## src/hdl/dtsf_pkg.sv

```systemverilog
// Shared types, character codes and width helpers for the decimal text to
// single-precision converter. No dependencies.

package dtsf_pkg;

	localparam int MANTISSA_BITS = 23;
	localparam int EXP_WIDTH = 8;
	localparam int DEF_INTEGER_BITS = 31;
	localparam int DEF_MAX_FRACTION_DIGITS = 9;
	localparam int DECIMAL_RADIX = 10;

	localparam logic [EXP_WIDTH-1:0] EXP_BIAS = 8'd127;

	localparam logic [7:0] CHAR_MINUS = 8'h2d;
	localparam logic [7:0] CHAR_DOT = 8'h2e;
	localparam logic [7:0] CHAR_ZERO = 8'h30;
	localparam logic [7:0] CHAR_NINE = 8'h39;

	typedef struct packed {
		logic start;
		logic negative;
		logic error;
	} handoff_t;

	typedef struct packed {
		logic busy;
		logic done;
	} conv_status_t;

	typedef struct packed {
		logic                     format_error;
		logic [MANTISSA_BITS-1:0] mantissa;
		logic [EXP_WIDTH-1:0]     biased_exponent;
		logic                     sign;
	} result_t;

	// Number of bits needed to hold ten to the power n.
	function automatic int pow10_width(input int n);
		longint unsigned p;
		int w;
		p = 1;
		w = 0;
		for (int i = 0; i < n; i++) begin
			p = p * 10;
		end
		for (int b = 0; b < 64; b++) begin
			if ((p >> b) != 0) begin
				w = b + 1;
			end
		end
		return w;
	endfunction

endpackage

```

## src/hdl/dtsf_accum.sv

```systemverilog
// Character accumulator: builds the integer value, fraction value and
// fraction scale from incoming characters. Depends on dtsf_pkg.

module dtsf_accum import dtsf_pkg::*; #(
	parameter int INTEGER_BITS = DEF_INTEGER_BITS,
	parameter int MAX_FRACTION_DIGITS = DEF_MAX_FRACTION_DIGITS,
	parameter int SCALE_W = pow10_width(MAX_FRACTION_DIGITS)
) (
	input  logic                    clk,
	input  logic                    arst_n,
	input  logic                    accept,
	input  logic [7:0]              character,
	input  logic                    last,
	output handoff_t                handoff,
	output logic [INTEGER_BITS-1:0] int_value,
	output logic [SCALE_W-1:0]      frac_value,
	output logic [SCALE_W-1:0]      frac_scale
);

	localparam int CNT_W = $clog2(MAX_FRACTION_DIGITS + 1);
	localparam int IP_W = INTEGER_BITS + 4;
	localparam int FP_W = SCALE_W + 4;

	logic                    first_q;
	logic                    neg_q;
	logic                    dot_q;
	logic                    err_q;
	logic [INTEGER_BITS-1:0] int_q;
	logic [SCALE_W-1:0]      frac_q;
	logic [SCALE_W-1:0]      scale_q;
	logic [CNT_W-1:0]        cnt_q;

	logic                    neg_d;
	logic                    dot_d;
	logic                    err_d;
	logic [INTEGER_BITS-1:0] int_d;
	logic [SCALE_W-1:0]      frac_d;
	logic [SCALE_W-1:0]      scale_d;
	logic [CNT_W-1:0]        cnt_d;
	logic [3:0]              digit;
	logic [IP_W-1:0]         int_prod;
	logic [FP_W-1:0]         frac_prod;
	logic [FP_W-1:0]         scale_prod;

	assign digit = 4'(character - CHAR_ZERO);
	assign int_prod = IP_W'(int_q) * IP_W'(DECIMAL_RADIX) + IP_W'(digit);
	assign frac_prod = FP_W'(frac_q) * FP_W'(DECIMAL_RADIX) + FP_W'(digit);
	assign scale_prod = FP_W'(scale_q) * FP_W'(DECIMAL_RADIX);

	always_comb begin
		neg_d = neg_q;
		dot_d = dot_q;
		err_d = err_q;
		int_d = int_q;
		frac_d = frac_q;
		scale_d = scale_q;
		cnt_d = cnt_q;
		if (character == CHAR_MINUS) begin
			if (first_q) begin
				neg_d = 1'b1;
			end else begin
				err_d = 1'b1;
			end
		end else if (character == CHAR_DOT) begin
			if (dot_q) begin
				err_d = 1'b1;
			end else begin
				dot_d = 1'b1;
			end
		end else if (character inside {[CHAR_ZERO:CHAR_NINE]}) begin
			if (!dot_q) begin
				if (int_prod[IP_W-1:INTEGER_BITS] != '0) begin
					int_d = '1;
					err_d = 1'b1;
				end else begin
					int_d = int_prod[INTEGER_BITS-1:0];
				end
			end else if (cnt_q < CNT_W'(MAX_FRACTION_DIGITS)) begin
				frac_d = frac_prod[SCALE_W-1:0];
				scale_d = scale_prod[SCALE_W-1:0];
				cnt_d = cnt_q + 1'b1;
			end else begin
				err_d = 1'b1;
			end
		end else begin
			err_d = 1'b1;
		end
	end

	always_ff @(posedge clk or negedge arst_n) begin
		if (!arst_n) begin
			first_q <= 1'b1;
			neg_q <= 1'b0;
			dot_q <= 1'b0;
			err_q <= 1'b0;
			int_q <= '0;
			frac_q <= '0;
			scale_q <= SCALE_W'(1);
			cnt_q <= '0;
		end else if (accept) begin
			if (last) begin
				first_q <= 1'b1;
				neg_q <= 1'b0;
				dot_q <= 1'b0;
				err_q <= 1'b0;
				int_q <= '0;
				frac_q <= '0;
				scale_q <= SCALE_W'(1);
				cnt_q <= '0;
			end else begin
				first_q <= 1'b0;
				neg_q <= neg_d;
				dot_q <= dot_d;
				err_q <= err_d;
				int_q <= int_d;
				frac_q <= frac_d;
				scale_q <= scale_d;
				cnt_q <= cnt_d;
			end
		end
	end

	assign handoff.start = accept && last;
	assign handoff.negative = neg_d;
	assign handoff.error = err_d;
	assign int_value = int_d;
	assign frac_value = frac_d;
	assign frac_scale = scale_d;

endmodule

```

## src/hdl/dtsf_convert.sv

```systemverilog
// Conversion sequencer: normalizes the integer part and produces exact
// fraction bits with one shared double, compare and subtract unit.
// Depends on dtsf_pkg.

module dtsf_convert import dtsf_pkg::*; #(
	parameter int INTEGER_BITS = DEF_INTEGER_BITS,
	parameter int SCALE_W = pow10_width(DEF_MAX_FRACTION_DIGITS)
) (
	input  logic                    clk,
	input  logic                    arst_n,
	input  handoff_t                handoff,
	input  logic [INTEGER_BITS-1:0] int_value,
	input  logic [SCALE_W-1:0]      frac_value,
	input  logic [SCALE_W-1:0]      frac_scale,
	input  logic                    out_free,
	output conv_status_t            status,
	output result_t                 result
);

	localparam int IL_W = $clog2(INTEGER_BITS);
	localparam int MC_W = $clog2(MANTISSA_BITS);
	localparam logic [6:0] K_CAP = 7'd64;

	localparam logic [2:0] ST_IDLE = 3'd0;
	localparam logic [2:0] ST_NORM = 3'd1;
	localparam logic [2:0] ST_LEAD = 3'd2;
	localparam logic [2:0] ST_MANT = 3'd3;
	localparam logic [2:0] ST_FIN = 3'd4;

	logic [2:0]               state_q;
	logic [INTEGER_BITS-1:0]  ireg_q;
	logic [IL_W-1:0]          ileft_q;
	logic [SCALE_W-1:0]       rem_q;
	logic [SCALE_W-1:0]       scale_q;
	logic [6:0]               k_q;
	logic [MANTISSA_BITS-1:0] mant_q;
	logic [MC_W-1:0]          mcnt_q;
	logic [EXP_WIDTH-1:0]     exp_q;
	logic                     sign_q;
	logic                     err_q;

	logic [SCALE_W:0]         rem2;
	logic                     frac_bit;
	logic [SCALE_W-1:0]       rem_nx;
	logic                     mant_bit;

	// Shared unit: one exact binary digit of the fraction per use.
	assign rem2 = {rem_q, 1'b0};
	assign frac_bit = rem2 >= {1'b0, scale_q};
	assign rem_nx = frac_bit ? SCALE_W'(rem2 - {1'b0, scale_q}) : rem2[SCALE_W-1:0];
	assign mant_bit = (ileft_q != '0) ? ireg_q[INTEGER_BITS-2] : frac_bit;

	always_ff @(posedge clk or negedge arst_n) begin
		if (!arst_n) begin
			state_q <= ST_IDLE;
		end else begin
			case (state_q)
				ST_IDLE: begin
					if (handoff.start) begin
						if (int_value != '0) begin
							state_q <= ST_NORM;
						end else if (frac_value != '0) begin
							state_q <= ST_LEAD;
						end else begin
							state_q <= ST_FIN;
						end
					end
				end
				ST_NORM: begin
					if (ireg_q[INTEGER_BITS-1]) begin
						state_q <= ST_MANT;
					end
				end
				ST_LEAD: begin
					if (frac_bit || k_q == K_CAP) begin
						state_q <= ST_MANT;
					end
				end
				ST_MANT: begin
					if (mcnt_q == MC_W'(MANTISSA_BITS - 1)) begin
						state_q <= ST_FIN;
					end
				end
				ST_FIN: begin
					if (out_free) begin
						state_q <= ST_IDLE;
					end
				end
				default: begin
					state_q <= ST_IDLE;
				end
			endcase
		end
	end

	always_ff @(posedge clk) begin
		case (state_q)
			ST_IDLE: begin
				if (handoff.start) begin
					ireg_q <= int_value;
					ileft_q <= (int_value != '0) ? IL_W'(INTEGER_BITS - 1) : '0;
					rem_q <= frac_value;
					scale_q <= frac_scale;
					sign_q <= handoff.negative;
					err_q <= handoff.error;
					mant_q <= '0;
					mcnt_q <= '0;
					k_q <= 7'd1;
					exp_q <= '0;
				end
			end
			ST_NORM: begin
				if (ireg_q[INTEGER_BITS-1]) begin
					exp_q <= EXP_BIAS + EXP_WIDTH'(ileft_q);
				end else begin
					ireg_q <= {ireg_q[INTEGER_BITS-2:0], 1'b0};
					ileft_q <= ileft_q - 1'b1;
				end
			end
			ST_LEAD: begin
				rem_q <= rem_nx;
				if (frac_bit || k_q == K_CAP) begin
					exp_q <= EXP_BIAS - EXP_WIDTH'(k_q);
				end else begin
					k_q <= k_q + 1'b1;
				end
			end
			ST_MANT: begin
				mant_q <= {mant_q[MANTISSA_BITS-2:0], mant_bit};
				mcnt_q <= mcnt_q + 1'b1;
				if (ileft_q != '0) begin
					ireg_q <= {ireg_q[INTEGER_BITS-2:0], 1'b0};
					ileft_q <= ileft_q - 1'b1;
				end else begin
					rem_q <= rem_nx;
				end
			end
			default: begin
			end
		endcase
	end

	assign status.busy = state_q != ST_IDLE;
	assign status.done = (state_q == ST_FIN) && out_free;
	assign result.sign = sign_q;
	assign result.biased_exponent = exp_q;
	assign result.mantissa = mant_q;
	assign result.format_error = err_q;

endmodule

```

## src/hdl/decimal_text_to_single_float_top.sv

```systemverilog
// Top level of the decimal text to single-precision converter.
// Depends on dtsf_pkg, dtsf_accum and dtsf_convert.
//
// Usage: characters of one number ('-', digits, '.', digits) arrive on the
// slave stream, one request per character, with tlast on the final one.
// Each character is taken while the block is idle. The request
// with tlast loads the converter and starts the conversion; s_tready stays
// low until it finishes. Normalizing the integer part shifts it until the
// leading one reaches the top bit; then come 23 mantissa steps and a
// finishing state that holds until the output register is free.
// A number without integer part instead spends one step per fraction bit up
// to the first one, at most 30 steps with nine fraction digits.
// Fraction steps use one shared double, compare and subtract unit. The
// result waits in an output register; a stalled master side holds it there
// and the next number's characters may still arrive, but the next
// conversion does not finish until the register is free.
// Reset clears all accumulated text and drops any pending result.

module decimal_text_to_single_float_top import dtsf_pkg::*; #(
	parameter int INTEGER_BITS = DEF_INTEGER_BITS,
	parameter int MAX_FRACTION_DIGITS = DEF_MAX_FRACTION_DIGITS
) (
	input  logic        clk,
	input  logic        arst_n,
	input  logic        s_tvalid,
	output logic        s_tready,
	input  logic [7:0]  s_tdata,  // character[7:0]
	input  logic        s_tlast,  // last
	output logic        m_tvalid,
	input  logic        m_tready,
	output logic [39:0] m_tdata   // sign, biased_exponent[7:0], mantissa[22:0], format_error
);

	localparam int SCALE_W = pow10_width(MAX_FRACTION_DIGITS);

	handoff_t                handoff;
	conv_status_t            status;
	result_t                 result;
	result_t                 out_q;
	logic                    out_valid_q;
	logic                    out_free;
	logic                    accept;
	logic [INTEGER_BITS-1:0] int_value;
	logic [SCALE_W-1:0]      frac_value;
	logic [SCALE_W-1:0]      frac_scale;

	assign s_tready = !status.busy;
	assign accept = s_tvalid && s_tready;
	assign out_free = !out_valid_q || m_tready;

	dtsf_accum #(
		.INTEGER_BITS(INTEGER_BITS),
		.MAX_FRACTION_DIGITS(MAX_FRACTION_DIGITS),
		.SCALE_W(SCALE_W)
	) u_accum (
		.clk(clk),
		.arst_n(arst_n),
		.accept(accept),
		.character(s_tdata),
		.last(s_tlast),
		.handoff(handoff),
		.int_value(int_value),
		.frac_value(frac_value),
		.frac_scale(frac_scale)
	);

	dtsf_convert #(
		.INTEGER_BITS(INTEGER_BITS),
		.SCALE_W(SCALE_W)
	) u_convert (
		.clk(clk),
		.arst_n(arst_n),
		.handoff(handoff),
		.int_value(int_value),
		.frac_value(frac_value),
		.frac_scale(frac_scale),
		.out_free(out_free),
		.status(status),
		.result(result)
	);

	always_ff @(posedge clk or negedge arst_n) begin
		if (!arst_n) begin
			out_valid_q <= 1'b0;
		end else if (status.done) begin
			out_valid_q <= 1'b1;
		end else if (m_tready) begin
			out_valid_q <= 1'b0;
		end
	end

	always_ff @(posedge clk) begin
		if (status.done) begin
			out_q <= result;
		end
	end

	assign m_tvalid = out_valid_q;
	assign m_tdata = {7'b0, out_q.format_error, out_q.mantissa, out_q.biased_exponent,
		out_q.sign};

	// The final character of a number starts a conversion that blocks input.
	a_last_blocks: assert property (@(posedge clk) disable iff (!arst_n)
		accept && s_tlast |=> !s_tready)
		else $error("input still ready after the final character");

	// A result is only loaded when the output register is free.
	a_no_overwrite: assert property (@(posedge clk) disable iff (!arst_n)
		status.done |-> (!out_valid_q || m_tready))
		else $error("pending result overwritten");

	// A zero exponent always comes with a zero mantissa.
	a_zero_form: assert property (@(posedge clk) disable iff (!arst_n)
		out_valid_q && out_q.biased_exponent == '0 |-> out_q.mantissa == '0)
		else $error("zero exponent with nonzero mantissa");

endmodule

```

## config.mk

```make
export PLATFORM = sky130hd
export DESIGN_NAME = decimal_text_to_single_float_top
export DESIGN_NICKNAME = d
export VERILOG_FILES = /design/src/hdl/dtsf_pkg.sv /design/src/hdl/dtsf_accum.sv /design/src/hdl/dtsf_convert.sv /design/src/hdl/decimal_text_to_single_float_top.sv
export SDC_FILE = /design/constraint.sdc
export NUM_CORES = 1
export LEC_CHECK = 0
export BUFFER_PORTS_ARGS = -buffer_cell sky130_fd_sc_hd__buf_2
export CAP_MARGIN = 20
export CORE_AREA = 2 2 266 268
export DETAILED_ROUTE_END_ITERATION = 7
export DIE_AREA = 0 0 268 270
export MAX_ROUTING_LAYER = met4
export PLACE_DENSITY = 0.56
export SLEW_MARGIN = 10
export SYNTH_ARGS = -nofsm -noshare
export SYNTH_HDL_FRONTEND = slang
export SYNTH_SLANG_ARGS = --single-unit
export TNS_END_PERCENT = 1
```

## constraint.sdc

```tcl
create_clock -name clk -period 10.5 [get_ports clk]
set_input_delay 0.525 -clock clk [delete_from_list [all_inputs] [get_ports clk]]
set_output_delay 0.525 -clock clk [all_outputs]
set_load 0.005 [all_outputs]
```

# Word-level counts from Yosys, hierarchy flattened
# Index checks and enable logic that the tools add are counted.
# word_totals
inputBits	13
memories	0
register_bits	277
rom_bits	0
ram_bits	0
latch_bits	0
# op_classes
reduce_logical	34
multipliers	3
eq_ne	19
shift	0
n_lt_le_gt_ge	4
bitwise_logic	0
n_mux	75
div	0
n_addsub	10
# op_table
operator	n
two-way mux 30 bit	15
two-way mux 31 bit	9
case mux 31 bit (3 select lines)	1
case mux 30 bit (3 select lines)	1
multiplier 30 x 3 -> 29 bit (second input constant)	2
case mux 23 bit (2 select lines)	1
adder 35 x 4 -> 35 bit	1
multiplier 31 x 3 -> 34 bit (second input constant)	1
>= comparator 31 x 30 -> 1 bit	1
nonzero test 31 bit	1
adder 30 x 4 -> 30 bit	1
nonzero test 30 bit	1
subtractor 30 bit	1
two-way mux 5 bit	5
two-way mux 4 bit	6
two-way mux 8 bit	3
case mux 8 bit (3 select lines)	1
two-way mux 23 bit	1
two-way mux 3 bit	7
two-way mux 1 bit	19
== test 8 x 6 -> 1 bit (second input constant)	2
case mux 3 bit (5 select lines)	1
case mux 5 bit (3 select lines)	1
two-way mux 7 bit	2
other kinds (32)	61

# Depth between registers and ports, before layout
# Gate-level depths: netlist of the first run.
# depth
word_depth	12
ltp_mapped	17
ltp_nobuf	17

# Modules after synthesis
# From an unflattened synthesis of the first run, not the netlist that was laid out.
# unflattened
cells_unflattened	2286
area_unflattened_um2	20709.9
# by_module_without_submodules
mod	area_each_um2	cells_per_inst	n_inst	seq_area_each_um2
dtsf_accum	11587.4	1453	1	2479.9
dtsf_convert	8017.7	787	1	4309.1
decimal_text_to_single_float_top	1104.8	46	1	1016.0

# Least setup slack after synthesis of the first run
# Ideal clock, no wire load.
# synth_timing
kind	register to register
start	register u_accum.int_q[1]
end	register u_convert.state_q[1]
setup_ns	0.104
t_required_ns	10.396
stages_incl_launch_ff	17
arrival_ns	4.937
n_path_buf	0
setup_slack_ns	5.459
cell_sequence	dfrtp_1 > ha_1 > ha_1 > fa_1 > a211oi_2 > nor2_1 > or4b_2 > nor4_1 > xnor2_1 > nor2_1 > or4b_1 > nor4_1 > o221ai_1 > a2111oi_0 > o2111ai_1 > or4_1 > o311ai_1
# synth_via
elab_chain_cells	12
# synth_lines
item	line_no	text
start, declared	dtsf_accum.sv:28	logic [INTEGER_BITS-1:0] int_q;
start signal, assigned	dtsf_accum.sv:115	int_q <= int_d;
multiplier 31 x 3 -> 34 bit	dtsf_accum.sv:46	assign int_prod = IP_W'(int_q) * IP_W'(DECIMAL_RADIX) + IP_W'(digit);
adder 35 x 4 -> 35 bit	dtsf_accum.sv:46	
nonzero test 4 bit	dtsf_accum.sv:72	if (int_prod[IP_W-1:INTEGER_BITS] != '0) begin
two-way mux 31 bit	dtsf_accum.sv:72	
two-way mux 31 bit	dtsf_accum.sv:71	if (!dot_q) begin
two-way mux 31 bit	dtsf_accum.sv:70	end else if (character inside {[CHAR_ZERO:CHAR_NINE]}) begin
two-way mux 31 bit	dtsf_accum.sv:64	end else if (character == CHAR_DOT) begin
two-way mux 31 bit (*)	dtsf_accum.sv:58	if (character == CHAR_MINUS) begin
nonzero test 31 bit (*)	dtsf_convert.sv:60	if (int_value != '0) begin
two-way mux 3 bit (*)	dtsf_convert.sv:60	
two-way mux 3 bit (*)	dtsf_convert.sv:59	if (handoff.start) begin
case mux 3 bit (5 select lines) (*)	dtsf_convert.sv:57	case (state_q)
end signal, assigned	dtsf_convert.sv:61	state_q <= ST_NORM;
end signal, assigned	dtsf_convert.sv:63	state_q <= ST_LEAD;
end signal, assigned	dtsf_convert.sv:65	state_q <= ST_FIN;
end, declared	dtsf_convert.sv:30	logic [2:0] state_q;
# Every way passes the cells marked *; elsewhere a longest branch is shown, timed or not. The select of a mux whose other input is x is not followed.
# A chain may end at the register's enable or synchronous reset.

# Worst setup path after layout of the first run
# layout_timing
start	register u_accum.int_q[1]
end	register u_convert.ileft_q[3], data pin
# layout_via
elab_chain_cells	12
# layout_lines
item	line_no	text
multiplier 31 x 3 -> 34 bit	dtsf_accum.sv:46	
adder 35 x 4 -> 35 bit	dtsf_accum.sv:46	
nonzero test 4 bit	dtsf_accum.sv:72	
two-way mux 31 bit	dtsf_accum.sv:72	
two-way mux 31 bit	dtsf_accum.sv:71	
two-way mux 31 bit	dtsf_accum.sv:70	
two-way mux 31 bit	dtsf_accum.sv:64	
two-way mux 31 bit (*)	dtsf_accum.sv:58	
nonzero test 31 bit (*)	dtsf_convert.sv:101	ileft_q <= (int_value != '0) ? IL_W'(INTEGER_BITS - 1) : '0;
two-way mux 5 bit (*)	dtsf_convert.sv:101	
two-way mux 5 bit (*)	dtsf_convert.sv:99	if (handoff.start) begin
case mux 5 bit (3 select lines) (*)	dtsf_convert.sv:97	case (state_q)
end signal, assigned	dtsf_convert.sv:101	
end signal, assigned	dtsf_convert.sv:117	ileft_q <= ileft_q - 1'b1;
end signal, assigned	dtsf_convert.sv:133	ileft_q <= ileft_q - 1'b1;
end, declared	dtsf_convert.sv:32	logic [IL_W-1:0] ileft_q;
# Marked as above.

==> run metrics, run 1 <==
status=completed; worst setup skew after layout=about 0.019 ns; DR pass1 iterations=5; number of top-level design ports=55; area growth from synthesis to final layout=11.43%; CP max stage cell=or4b_2; total instance count after detailed placement=~3,100; cell count of the worst reg-to-reg path=16; horizontal die dimension=~270 um; Pwr Density=between 200 and 250 mW/mm2; number of warnings reported in the yosys synthesis log=0; crit-path cells=ha_1 > ha_1 > fa_1 > a211oi_2 > nor2_1 > or4b_2 > nor4_1 > xnor2_1 > nor2_1 > or4b_1 > nor4_1 > o221ai_1 > a2111oi_0 > o2111ai_1 > nor4_2 > mux2i_1; count of antenna-violating nets left after detailed routing=0; Max-cap violations=0; Max Buffers Root-to-Sink=3; first-pass GRT wire length=around 89,000 um; most area-consuming cells after synthesis=edfxtp_1 25%, ha_1 12%, dfrtp_1 12%, nand2_1 4.1%, xnor2_1 3.5%; Yosys reg bits=between 200 and 300; Remaining Overflow, GRT=0; post-route non-filler standard cell count=between 3,000 and 4,000; setup repair after global routing missed its margin=no; Final Net Count=between 2,000 and 2,500; maximum level of the CTS H-tree=1; vias post-DR=roughly 17,000; clock root buffer master=clkbuf_16; worst-margin pin slew=between 1 and 1.5 ns; sequential fraction of design power=approximately 37%; Main synth FF type=edfxtp_1; effective utilization at floorplan=around 30%; worst endpoint data arrival time=about 6.3 ns; net load switching power=between 1500 and 2000 uW; final routed wire length divided by cell count=roughly 17 um; Cell Rows=97; final hold violations=0; Setup crit end kind=register; cell accounting for the most synthesized area=edfxtp_1; count of distinct cell types in the synthesized netlist=a little over 90; sequential fraction of the synthesis area=~38%; highest net fanout along the worst path=7; Placer Congestion=0.9008; leak pwr=about 0.010 uW; overall routed net length=55,080 um; DRC Markers=0; Reg-to-Reg Start=u_accum.int_q[1]; Net Sw Frac=a little under two fifths; Hold Crit Class=input pin to asynchronous set/reset pin; CTS clk-pin slew, worst paths=about 0.070 ns; endpoints failing setup=0; share of synthesized flip-flops with an asynchronous set or reset=between 30% and 40%; portion of total power attributed to the clock network=about a quarter; post-synth top area share=between 20 and 30%; DRC violation total after the first TritonRoute iteration=1,155; Crit. path cell count=16; share of power burned in combinational logic=38.4%; clk_lat worst skew=0.58 ns; shortest period the worst path allows=6.012 ns; startpoint type of the worst setup path=register; number of buffers inserted during clock tree synthesis=30; share of cells above drive strength 1=slightly below 8%; number of input and output port buffers inserted=47; Worst Path Class, Setup=register to register; launch point of the worst path=u_accum.int_q[1]; most frequent cells after synthesis=226 x nand2_1, 203 x ha_1, 174 x edfxtp_1, 173 x nor2_1, 142 x o21ai_0; delay-heaviest family, CP=simple AND/OR/NAND/NOR gates; largest stage delay on the critical path=roughly 0.7 ns; placed wire-length estimate after detailed placement=40,270 um; Synth Cell Area=0.02072 mm2; final setup margin=between 4 and 5 ns; hold-fix buffer count after cts=0; Buffers & Inverters on Critical Path=0; number of antenna violations at the first check in global routing=1; placeable core region=0.06954 mm2; data required time of the worst path=approximately 11 ns; CTS tree=done; post-CTS setup buffer count=0; total of fill cells in the finished design=just over 7,000; max-slew headroom at the worst pin=27.24%; ratio of routed vias to standard cells=around 5.4; worst hold margin=0.01630 ns; die footprint=~0.072 mm2; Max Clock Freq=between 150 and 200 MHz; total number of clock tree sinks=about 280; Slew Viols, Final=0; GRT Util Overall=between 10% and 20%; dominant cell by count in the synthesized netlist=nand2_1; Gate Count Post-Synth=~2,200; largest net degree at the start of global routing=100; synthesized area divided by synthesized cell count=~9.3 um2; via count of the first global-routing pass=between 15,000 and 20,000; overall die height=approximately 270 um; count of flip-flops with a built-in enable after synthesis=around 170; post-cts resize count=0; portion of the clock cycle consumed by the worst path in the final layout=57.26%; Peak supply drop=0.1170 mV; P_int=2970 uW; Post-Route Setup TNS=0 ns; worst setup slack after placement=~4.5 ns
worst register-to-register path, delay by kind of cell, from the launching register on:
| family | cells | cell delay, ns |
|---|---|---|
| multiplexers | 1 | 0.18 |
| AO/OA/AOI/OAI | 4 | 1.31 |
| XOR/XNOR | 1 | 0.22 |
| flip-flops | 1 | 0.48 |
| AND/OR/NAND/NOR | 7 | 2.54 |
| adder cells (fa/ha/maj) | 3 | 0.99 |
state kept, by name, indices dropped and copies added (netlist names), 3 cells and up:
| signal | cells |
|---|---|
| u_convert.ileft_q | 5 |
| u_convert.scale_q | 30 |
| u_accum.int_q | 31 |
| u_accum.scale_q | 30 |
| u_convert.state_q | 3 |
| u_convert.mcnt_q | 5 |
| u_convert.mant_q | 23 |
| u_convert.rem_q | 30 |
| u_convert.k_q | 7 |
| u_convert.ireg_q | 31 |
| u_accum.cnt_q | 4 |
| m_tdata | 33 |
| u_accum.frac_q | 30 |
| u_convert.exp_q | 8 |
power by group through the flow:
| stage | clock network, uW | registers [uW] | logic [uW] |
|---|---|---|---|
| floorplan | 0 | 1730 | 1370 |
| global placement | 0 | 1800 | 1760 |
| detailed placement | 0 | 1810 | 1830 |
| CTS | 1180 | 1790 | 1840 |
| global route | 1220 | 1820 | 2060 |
| finish | 1160 | 1790 | 1840 |
metal layers:
| metal | up-vias | share of wire, % | GRT usage, % | wire length, um |
|---|---|---|---|---|
| met5 | - | 0 | - | 0 |
| met4 | 0 | 2.5 | 4.337 | 1367 |
| met3 | 87 | 4.4 | 1.368 | 2400 |
| met2 | 388 | 47 | 25.07 | 25650 |
| met1 | 8406 | 47 | 20.38 | 25660 |
| li1 | 8357 | - | - | - |
cell families (layout without fill, tap and decap cells):
| kind of cell | after synthesis | in the layout | share of synthesized area, % |
|---|---|---|---|
| AOI/OAI and AO/OA | 639 | 639 | 20.83 |
| xor gates and xnor gates | 138 | 138 | 5.833 |
| adders and majority gates | 209 | 209 | 12.84 |
| buffers and inverters | 182 | 211 | 3.436 |
| DFF | 277 | 277 | 37.67 |
| muxes | 23 | 23 | 1.123 |
| other | 1 | 8 | 0.01810 |
| and+or+nand+nor | 761 | 761 | 18.25 |
worst paths after layout:
path | to | slack (ns)
setup / recovery | u_convert.ileft_q[3] | 4.49
hold / removal | u_accum.frac_q[24] | 0.02
setup reg to reg | u_convert.ileft_q[3] | 4.49
hold reg to reg | m_tdata[8] | 0.42
max in group asynchronous | u_accum.scale_q[22] | 9.14
min in group clk | m_tvalid | 0.31
placed cells by master, fill, tap and decap left out, drive strengths merged, types with 27 or more instances in the layout:
master,n
nor2,173
xor2,56
clkbuf,36
inv,87
ha,203
a21oi,140
edfxtp,174
buf,70
dfrtp,101
nor3,51
a21o,44
and3,52
xnor2,82
nand2,226
nand3,59
o21a,33
nor4,27
nand2b,27
nand4,27
a22o,53
o21ai,145
final cells by class:
cell class / count / area [um2] / area share (%)
antenna: 1 / 2.502 / 0.01084
clock buffer: 35 / 810.8 / 3.512
clock inverter: 21 / 257.7 / 1.116
inverter: 84 / 315.3 / 1.366
multi-input combinational: 1777 / 12280 / 53.19
sequential: 277 / 7805 / 33.80
tap: 940 / 1176 / 5.094
timing repair buffer: 71 / 440.4 / 1.908
per-stage QoR:
step / power, uW / util, % / cell area [um2]
6_report: 4779 / 33.20 / 23090
5_1_grt: 5100 / 33.20 / 23090
4_1_cts: 4811 / 33.18 / 23080
3_5_place_dp: 3635 / 31.65 / 22010
3_3_place_gp: 3563 / 31.57 / 21960
2_1_floorplan: 3102 / - / 20740
Power figures use the tool's default switching activity.
==> inputs of run 2 (changes only) <==
Settings changed: ABC_AREA from default to 1, CORE_AREA 2 2 266 268 to 2 2 273 275, DIE_AREA 0 0 268 270 to 0 0 275 277.
Clock period 10.5 ns to 5.6 ns, I/O delays scaled along.
==> run metrics, run 2 <==
startpoint type of the worst setup path=register; Post-Route Setup TNS=0 ns (unchanged); Largest register FFs=33 (unchanged); ratio of routed vias to standard cells=4.817 (-10%); Worst Path Class, Setup=register to register; Slew Viols, Final=0 (unchanged); placed wire-length estimate after detailed placement=44,660 um (+11%); vias post-DR=19,170 (+11%); overall routed net length=57,910 um (+5.1%); first-pass GRT wire length=93,500 um (+4.8%); most common cell after layout, fill and taps aside=nand2_1; Synth Cell Area=0.02179 mm2 (+5.2%); area of all placed cells without fillers=0.02424 mm2 (+5.0%); cell seen most often among critical-path stages=nand2_1; total of fill cells in the finished design=7,878 (+10%); largest net degree at the start of global routing=66 (-34%); Max-cap violations=0 (unchanged); DRC Markers=0 (unchanged); max-slew headroom at the worst pin=32.03% (+4.8 points); number of input and output port buffers inserted=47 (unchanged); clk_lat worst skew=0.54 ns (-0.04 ns); Hold Crit Class=input pin to register; data required time of the worst path=5.89 ns (-4.89 ns); post-CTS setup buffer count=0 (unchanged); setup repair after global routing missed its margin=no; Post-DP Area=0.02309 mm2 (+4.9%); Post-Route Utilization=32.95% (-0.25 points); endpoints failing setup=0 (unchanged); most frequent cells after synthesis=777 x nand2_1, 405 x inv_1, 246 x nor2_1, 215 x nand3_1, 203 x ha_1; most frequent cells in the layout=776 x nand2_1, 404 x inv_1, 241 x nor2_1, 214 x nand3_1, 203 x ha_1; DRC violation total after the first TritonRoute iteration=1,327 (+15%); GRT Util Overall=15.48% (+0.087 points); number of antenna violations at the first check in global routing=0 (-1); status=completed; count of flip-flops with a built-in enable after synthesis=174 (unchanged); horizontal die dimension=275 um (+2.6%); shortest period the worst path allows=4.885 ns (-1.127 ns); footprint of the multi-input gates=0.01212 mm2 (-1.3%); final hold violations=0 (unchanged); count of distinct cell types in the synthesized netlist=57 (-37%); worst endpoint data arrival time=5.17 ns (-1.13 ns); worst setup skew after layout=0.02237 ns (+0.003861 ns); Placer Congestion=0.8975 (-0.37%); number of buffers inserted during clock tree synthesis=34 (+13%); share of synthesized flip-flops with an asynchronous set or reset=37.18% (unchanged); CP max stage cell=nor2_4; Yosys reg bits=277 (unchanged); portion of the clock cycle consumed by the worst path in the final layout=87.23% (+30 points); Peak supply drop=0.3030 mV (+160%); Setup crit end kind=register; share of cells above drive strength 1=6.445% (-1.2 points); largest stage delay on the critical path=0.47 ns (-0.21 ns); Max Clock Freq=204.7 MHz (+23%); maximum level of the CTS H-tree=2 (+1); final routed wire length divided by cell count=14.55 um (-15%); die footprint=0.07618 mm2 (+5.3%); total instance count after detailed placement=3,914 (+24%); most area-consuming cells after synthesis=edfxtp_1 24%, nand2_1 13%, ha_1 12%, dfrtp_1 12%, inv_1 7.0%; post-route non-filler standard cell count=3,979 (+24%); synthesized area divided by synthesized cell count=7.388 um2 (-20%); total number of clock tree sinks=277 (unchanged); number of top-level design ports=55 (unchanged); CTS clk-pin slew, worst paths=0.06 ns (about the same); Cell Rows=100 (+3.1%); number of warnings reported in the yosys synthesis log=0 (unchanged); Final Net Count=3,206 (+30%); ANT cells=0 (-1); DR pass1 iterations=6 (+1); placeable core region=0.07357 mm2 (+5.8%); Max Buffers Root-to-Sink=3 (unchanged); clock root buffer master=clkbuf_16; sequential fraction of the synthesis area=35.82% (-1.8 points); dominant cell by count in the synthesized netlist=nand2_1; CTS tree=done; overall die height=277 um (+2.6%); Pwr Total=11,510 uW (+140%); Pwr Density=474.9 mW/mm2 (+130%); Gate Count Post-Synth=2,949 (+32%); delay-heaviest family, CP=simple AND/OR/NAND/NOR gates; area of all sequential standard cells=0.007805 mm2 (unchanged); effective utilization at floorplan=29.62% (-0.18 points); via count of the first global-routing pass=18,070 (+7.3%); highest net fanout along the worst path=27 (+20); worst-margin pin slew=1.018 ns (-0.06155 ns); Buffers & Inverters on Critical Path=1 (+1); leak pwr=0.01162 uW (+17%); count of antenna-violating nets left after detailed routing=0 (unchanged); Main synth FF type=edfxtp_1; area growth from synthesis to final layout=11.27%; post-synth top area share=23.98% (-1.2 points); Remaining Overflow, GRT=0 (unchanged); cell accounting for the most synthesized area=edfxtp_1
run 2: cell count changes in the layout (fill, tap and decap cells not counted), sizes merged, moves of 25 or more:
cell    change
a211oi     -25
a21oi      +31
a22o       -35
nand3     +161
and3       -50
o21ai      +47
nand2     +565
nor2       +91
inv       +336
nand2b     -27
xnor2      -46
o22ai      +44
a21o       -40
run 2: cell families after synthesis:
group           count (synthesis)  synth area share (%)
simple gates                 1387                 27.02
compound gates                503                 13.03
buf+inv                       497                 8.878
other cells                     1               0.01721
flops                         277                 35.82
mux                             1               0.04594
fa+ha+maj                     209                 12.21
xor+xnor                       74                 2.975
run 2: final timing paths:
| kind | end | slack, ns | cells after the start | startpoint |
|---|---|---|---|---|
| worst max-delay path | u_convert.ileft_q[1] | 0.72 | 27 | u_accum.int_q[1] |
| worst min-delay path | u_accum.dot_q | 0.15 | 4 | s_tdata[0] |
| worst max register to register | u_convert.ileft_q[1] | 0.72 | 27 | u_accum.int_q[1] |
| worst min register to register | m_tdata[7] | 0.42 | 0 | u_convert.exp_q[6] |
| max in group asynchronous | u_accum.int_q[8] | 4.03 | 3 | arst_n |
| min in group asynchronous | u_accum.frac_q[27] | 0.32 | 2 | arst_n |
run 2: layout make-up:
cell class	count	share of cell area (%)
clock inverter	14	0.6967
multi-input combinational	2181	49.98
clock buffer	48	3.855
tap	969	5.001
timing repair buffer	68	1.734
inverter	422	6.534
sequential	277	32.19
run 2: report_power, final:
part           switching [uW]  internal, uW  total, uW
logic                    3890          1850       5740
registers                 431          3130       3560
clock network             900          1320       2220
total                    5220          6290      11500
run 2: what timing repair did:
item | 4_1_cts | 5_1_grt
endpoints found under the hold margin | 49 | 0
gates resized for setup | 0 | 0
hold buffers | 2 | 0
run 2: worst min-delay path: cells and delay by family:
| family | cells | cell delay (ns) |
|---|---|---|
| AOI/OAI and AO/OA | 1 | 0.05 |
| buffers and inverters | 1 | 0.16 |
| and+or+nand+nor | 2 | 0.14 |
run 2: routing by layer:
layer	routed length, um	global-route usage (%)	vias up
met4	994	3.659	0
met3	1821	1.448	72
met2	27500	25.31	282
met1	27600	20.61	8913
met5	0	-	-
li1	-	-	9898
run 2: metrics by stage:
step / hold slack, ns / worst slack (ns)
final: 0.1474 / 0.7151
after floorplan: -0.01559 / 0.7246
after detailed placement: 0.3715 / 0.6787
after global routing: 0.1564 / 0.1156
after global placement: 0.3763 / 0.6681
after CTS: 0.1416 / 0.6705
==> inputs of run 3 (changes only) <==
Settings changed: BUFFER_PORTS_ARGS -buffer_cell sky130_fd_sc_hd__buf_2 to -buffer_cell sky130_fd_sc_hd__clkbuf_2.
==> run metrics, run 3 (synthesis results as in run 2) <==
Hold Crit Start=s_tdata[0]; horizontal die dimension=275 um (unchanged); CP max stage cell=nor2_4; effective utilization at floorplan=29.62% (unchanged); worst setup slack after placement=0.6688 ns (-0.009828 ns); Hold Crit Class=input pin to register; Final Net Count=3,206 (unchanged); Reg2Reg Capture Point=u_convert.ileft_q[1]; Post-Route Utilization=32.89% (-0.061 points); Max Buffers Root-to-Sink=3 (unchanged); Placer Congestion=0.8936 (-0.43%); number of antenna violations at the first check in global routing=0 (unchanged); cell count of the worst reg-to-reg path=28 (+3.7%); endpoints failing setup=0 (unchanged); most frequent cells in the layout=776 x nand2_1, 404 x inv_1, 241 x nor2_1, 214 x nand3_1, 203 x ha_1; register-to-register setup slack=0.68 ns (-0.04 ns); vias post-DR=19,090 (-0.41%); post-route non-filler standard cell count=3,978 (-0.025%); worst endpoint data arrival time=5.19 ns (+0.02 ns); die footprint=0.07618 mm2 (unchanged); Remaining Overflow, GRT=0 (unchanged); DRC Markers=0 (unchanged); WHS Path Cells=4 (unchanged); end of the worst hold path=u_accum.dot_q; number of top-level design ports=55 (unchanged); placeable core region=0.07357 mm2 (unchanged); worst setup skew after layout=0.01321 ns (-0.009162 ns); post-CTS setup buffer count=0 (unchanged); Reg-to-Reg Start=u_accum.int_q[1]; CTS tree=done; highest net fanout along the worst path=25 (-7.4%); clk_lat worst skew=0.52 ns (-0.02 ns); final routed wire length divided by cell count=14.53 um (-0.17%); first-pass GRT wire length=93,620 um (+0.13%); count of antenna-violating nets left after detailed routing=0 (unchanged); via count of the first global-routing pass=18,260 (+1.1%); largest stage delay on the critical path=0.46 ns (about the same); most common cell after layout, fill and taps aside=nand2_1; Pwr Density=472.3 mW/mm2 (-0.55%); portion of the clock cycle consumed by the worst path in the final layout=87.86% (+0.63 points); area growth from synthesis to final layout=11.06%; largest net degree at the start of global routing=66 (unchanged); Largest register FFs=33 (unchanged); cell seen most often among critical-path stages=nand2_1; final setup margin=0.6797 ns (-0.03537 ns); DRC violation total after the first TritonRoute iteration=1,428 (+7.6%); CTS clk-pin slew, worst paths=0.06 ns (about the same); worst-margin pin slew=1.044 ns (+0.02604 ns); Setup crit end kind=register; GRT Util Overall=15.48% (about the same); hold-fix buffer count after cts=2 (unchanged); clock root buffer master=clkbuf_16; setup repair after global routing missed its margin=no; ratio of routed vias to standard cells=4.798 (-0.39%); DR pass1 iterations=5 (-1); overall die height=277 um (unchanged); Slew Viols, Final=0 (unchanged); Max Clock Freq=203.2 MHz (-0.72%); total number of clock tree sinks=277 (unchanged); overall routed net length=57,800 um (-0.20%); Max-cap violations=0 (unchanged); Post-Route Setup TNS=0 ns (unchanged); startpoint type of the worst setup path=register; shortest period the worst path allows=4.920 ns (+0.03537 ns); share of cells above drive strength 1=6.481% (+0.035 points); data required time of the worst path=5.87 ns (-0.02 ns); number of input and output port buffers inserted=47 (unchanged); placed wire-length estimate after detailed placement=44,630 um (about the same); number of buffers inserted during clock tree synthesis=34 (unchanged); max-slew headroom at the worst pin=30.20% (-1.8 points); maximum level of the CTS H-tree=2 (unchanged); ANT cells=0 (unchanged); post-cts resize count=0 (unchanged); Peak supply drop=0.2597 mV (-14%); Worst Path Class, Setup=register to register; leak pwr=0.01162 uW (about the same); Cell Rows=100 (unchanged); status=completed; total instance count after detailed placement=3,914 (unchanged); final hold violations=0 (unchanged)
[run 3: cell count changes in the layout (fill, tap and decap cells not counted), moves of 2 or more]
| cell | delta |
|---|---|
| clkinv_1 | +2 |
| buf_2 | -46 |
| clkbuf_2 | +46 |
| clkinv_2 | +3 |
| clkbuf_1 | -4 |
| bufinv_16 | -2 |
[run 3: power breakdown]
group          total (uW)  internal, uW  switching, uW  leakage [uW]
Sequential           3570          3130            439       0.00307
Combinational        5750          1850           3900       0.00802
Clock                2110          1240            872      0.000528
[run 3: area by class of cell]
type	instances	area [um2]
sequential	277	7805
clock inverter	16	113.9
fill	7867	49370
timing repair buffer	68	420.4
inverter	422	1584
tap	969	1212
multi-input combinational	2181	12120
clock buffer	45	944.7
[run 3: metal layers]
layer | global-route usage [%] | routed length, um
met3 | 1.535 | 1760
met1 | 20.26 | 27470
met5 | - | 0
met4 | 3.728 | 1061
met2 | 25.63 | 27500
[run 3: through the flow]
step	total power (uW)	hold slack, ns	instance area, um2
after floorplan	7776	-0.01559	21820
after global placement	9308	0.3857	23090
after detailed placement	9314	0.3739	23090
after CTS	11480	0.1597	24170
after global routing	12450	0.1689	24200
final	11430	0.1832	24200
[run 3: how the worst max path moves through the flow]
| stage | startpoint | endpoint | slack [ns] | depth (start not counted) |
|---|---|---|---|---|
| global placement | u_accum.int_q[1] | u_convert.ileft_q[4] | 0.73 | 27 |
| finish | u_accum.int_q[1] | u_convert.ileft_q[1] | 0.68 | 28 |
| floorplan | u_convert.state_q[2] | u_convert.ileft_q[0] | 0.72 | 8 |
| detailed placement | u_accum.int_q[1] | u_convert.ileft_q[1] | 0.67 | 27 |
| CTS | u_accum.int_q[1] | u_convert.ileft_q[1] | 0.67 | 27 |
| global route | u_accum.int_q[1] | u_convert.ileft_q[1] | 0.15 | 27 |
[run 3: critical path, delay by kind of cell, from the launching register on]
kind | cells | cell delay, ns
buf+inv | 2 | 0.29
flops | 1 | 0.42
simple gates | 21 | 2.67
fa+ha+maj | 3 | 1.04
compound gates | 2 | 0.23
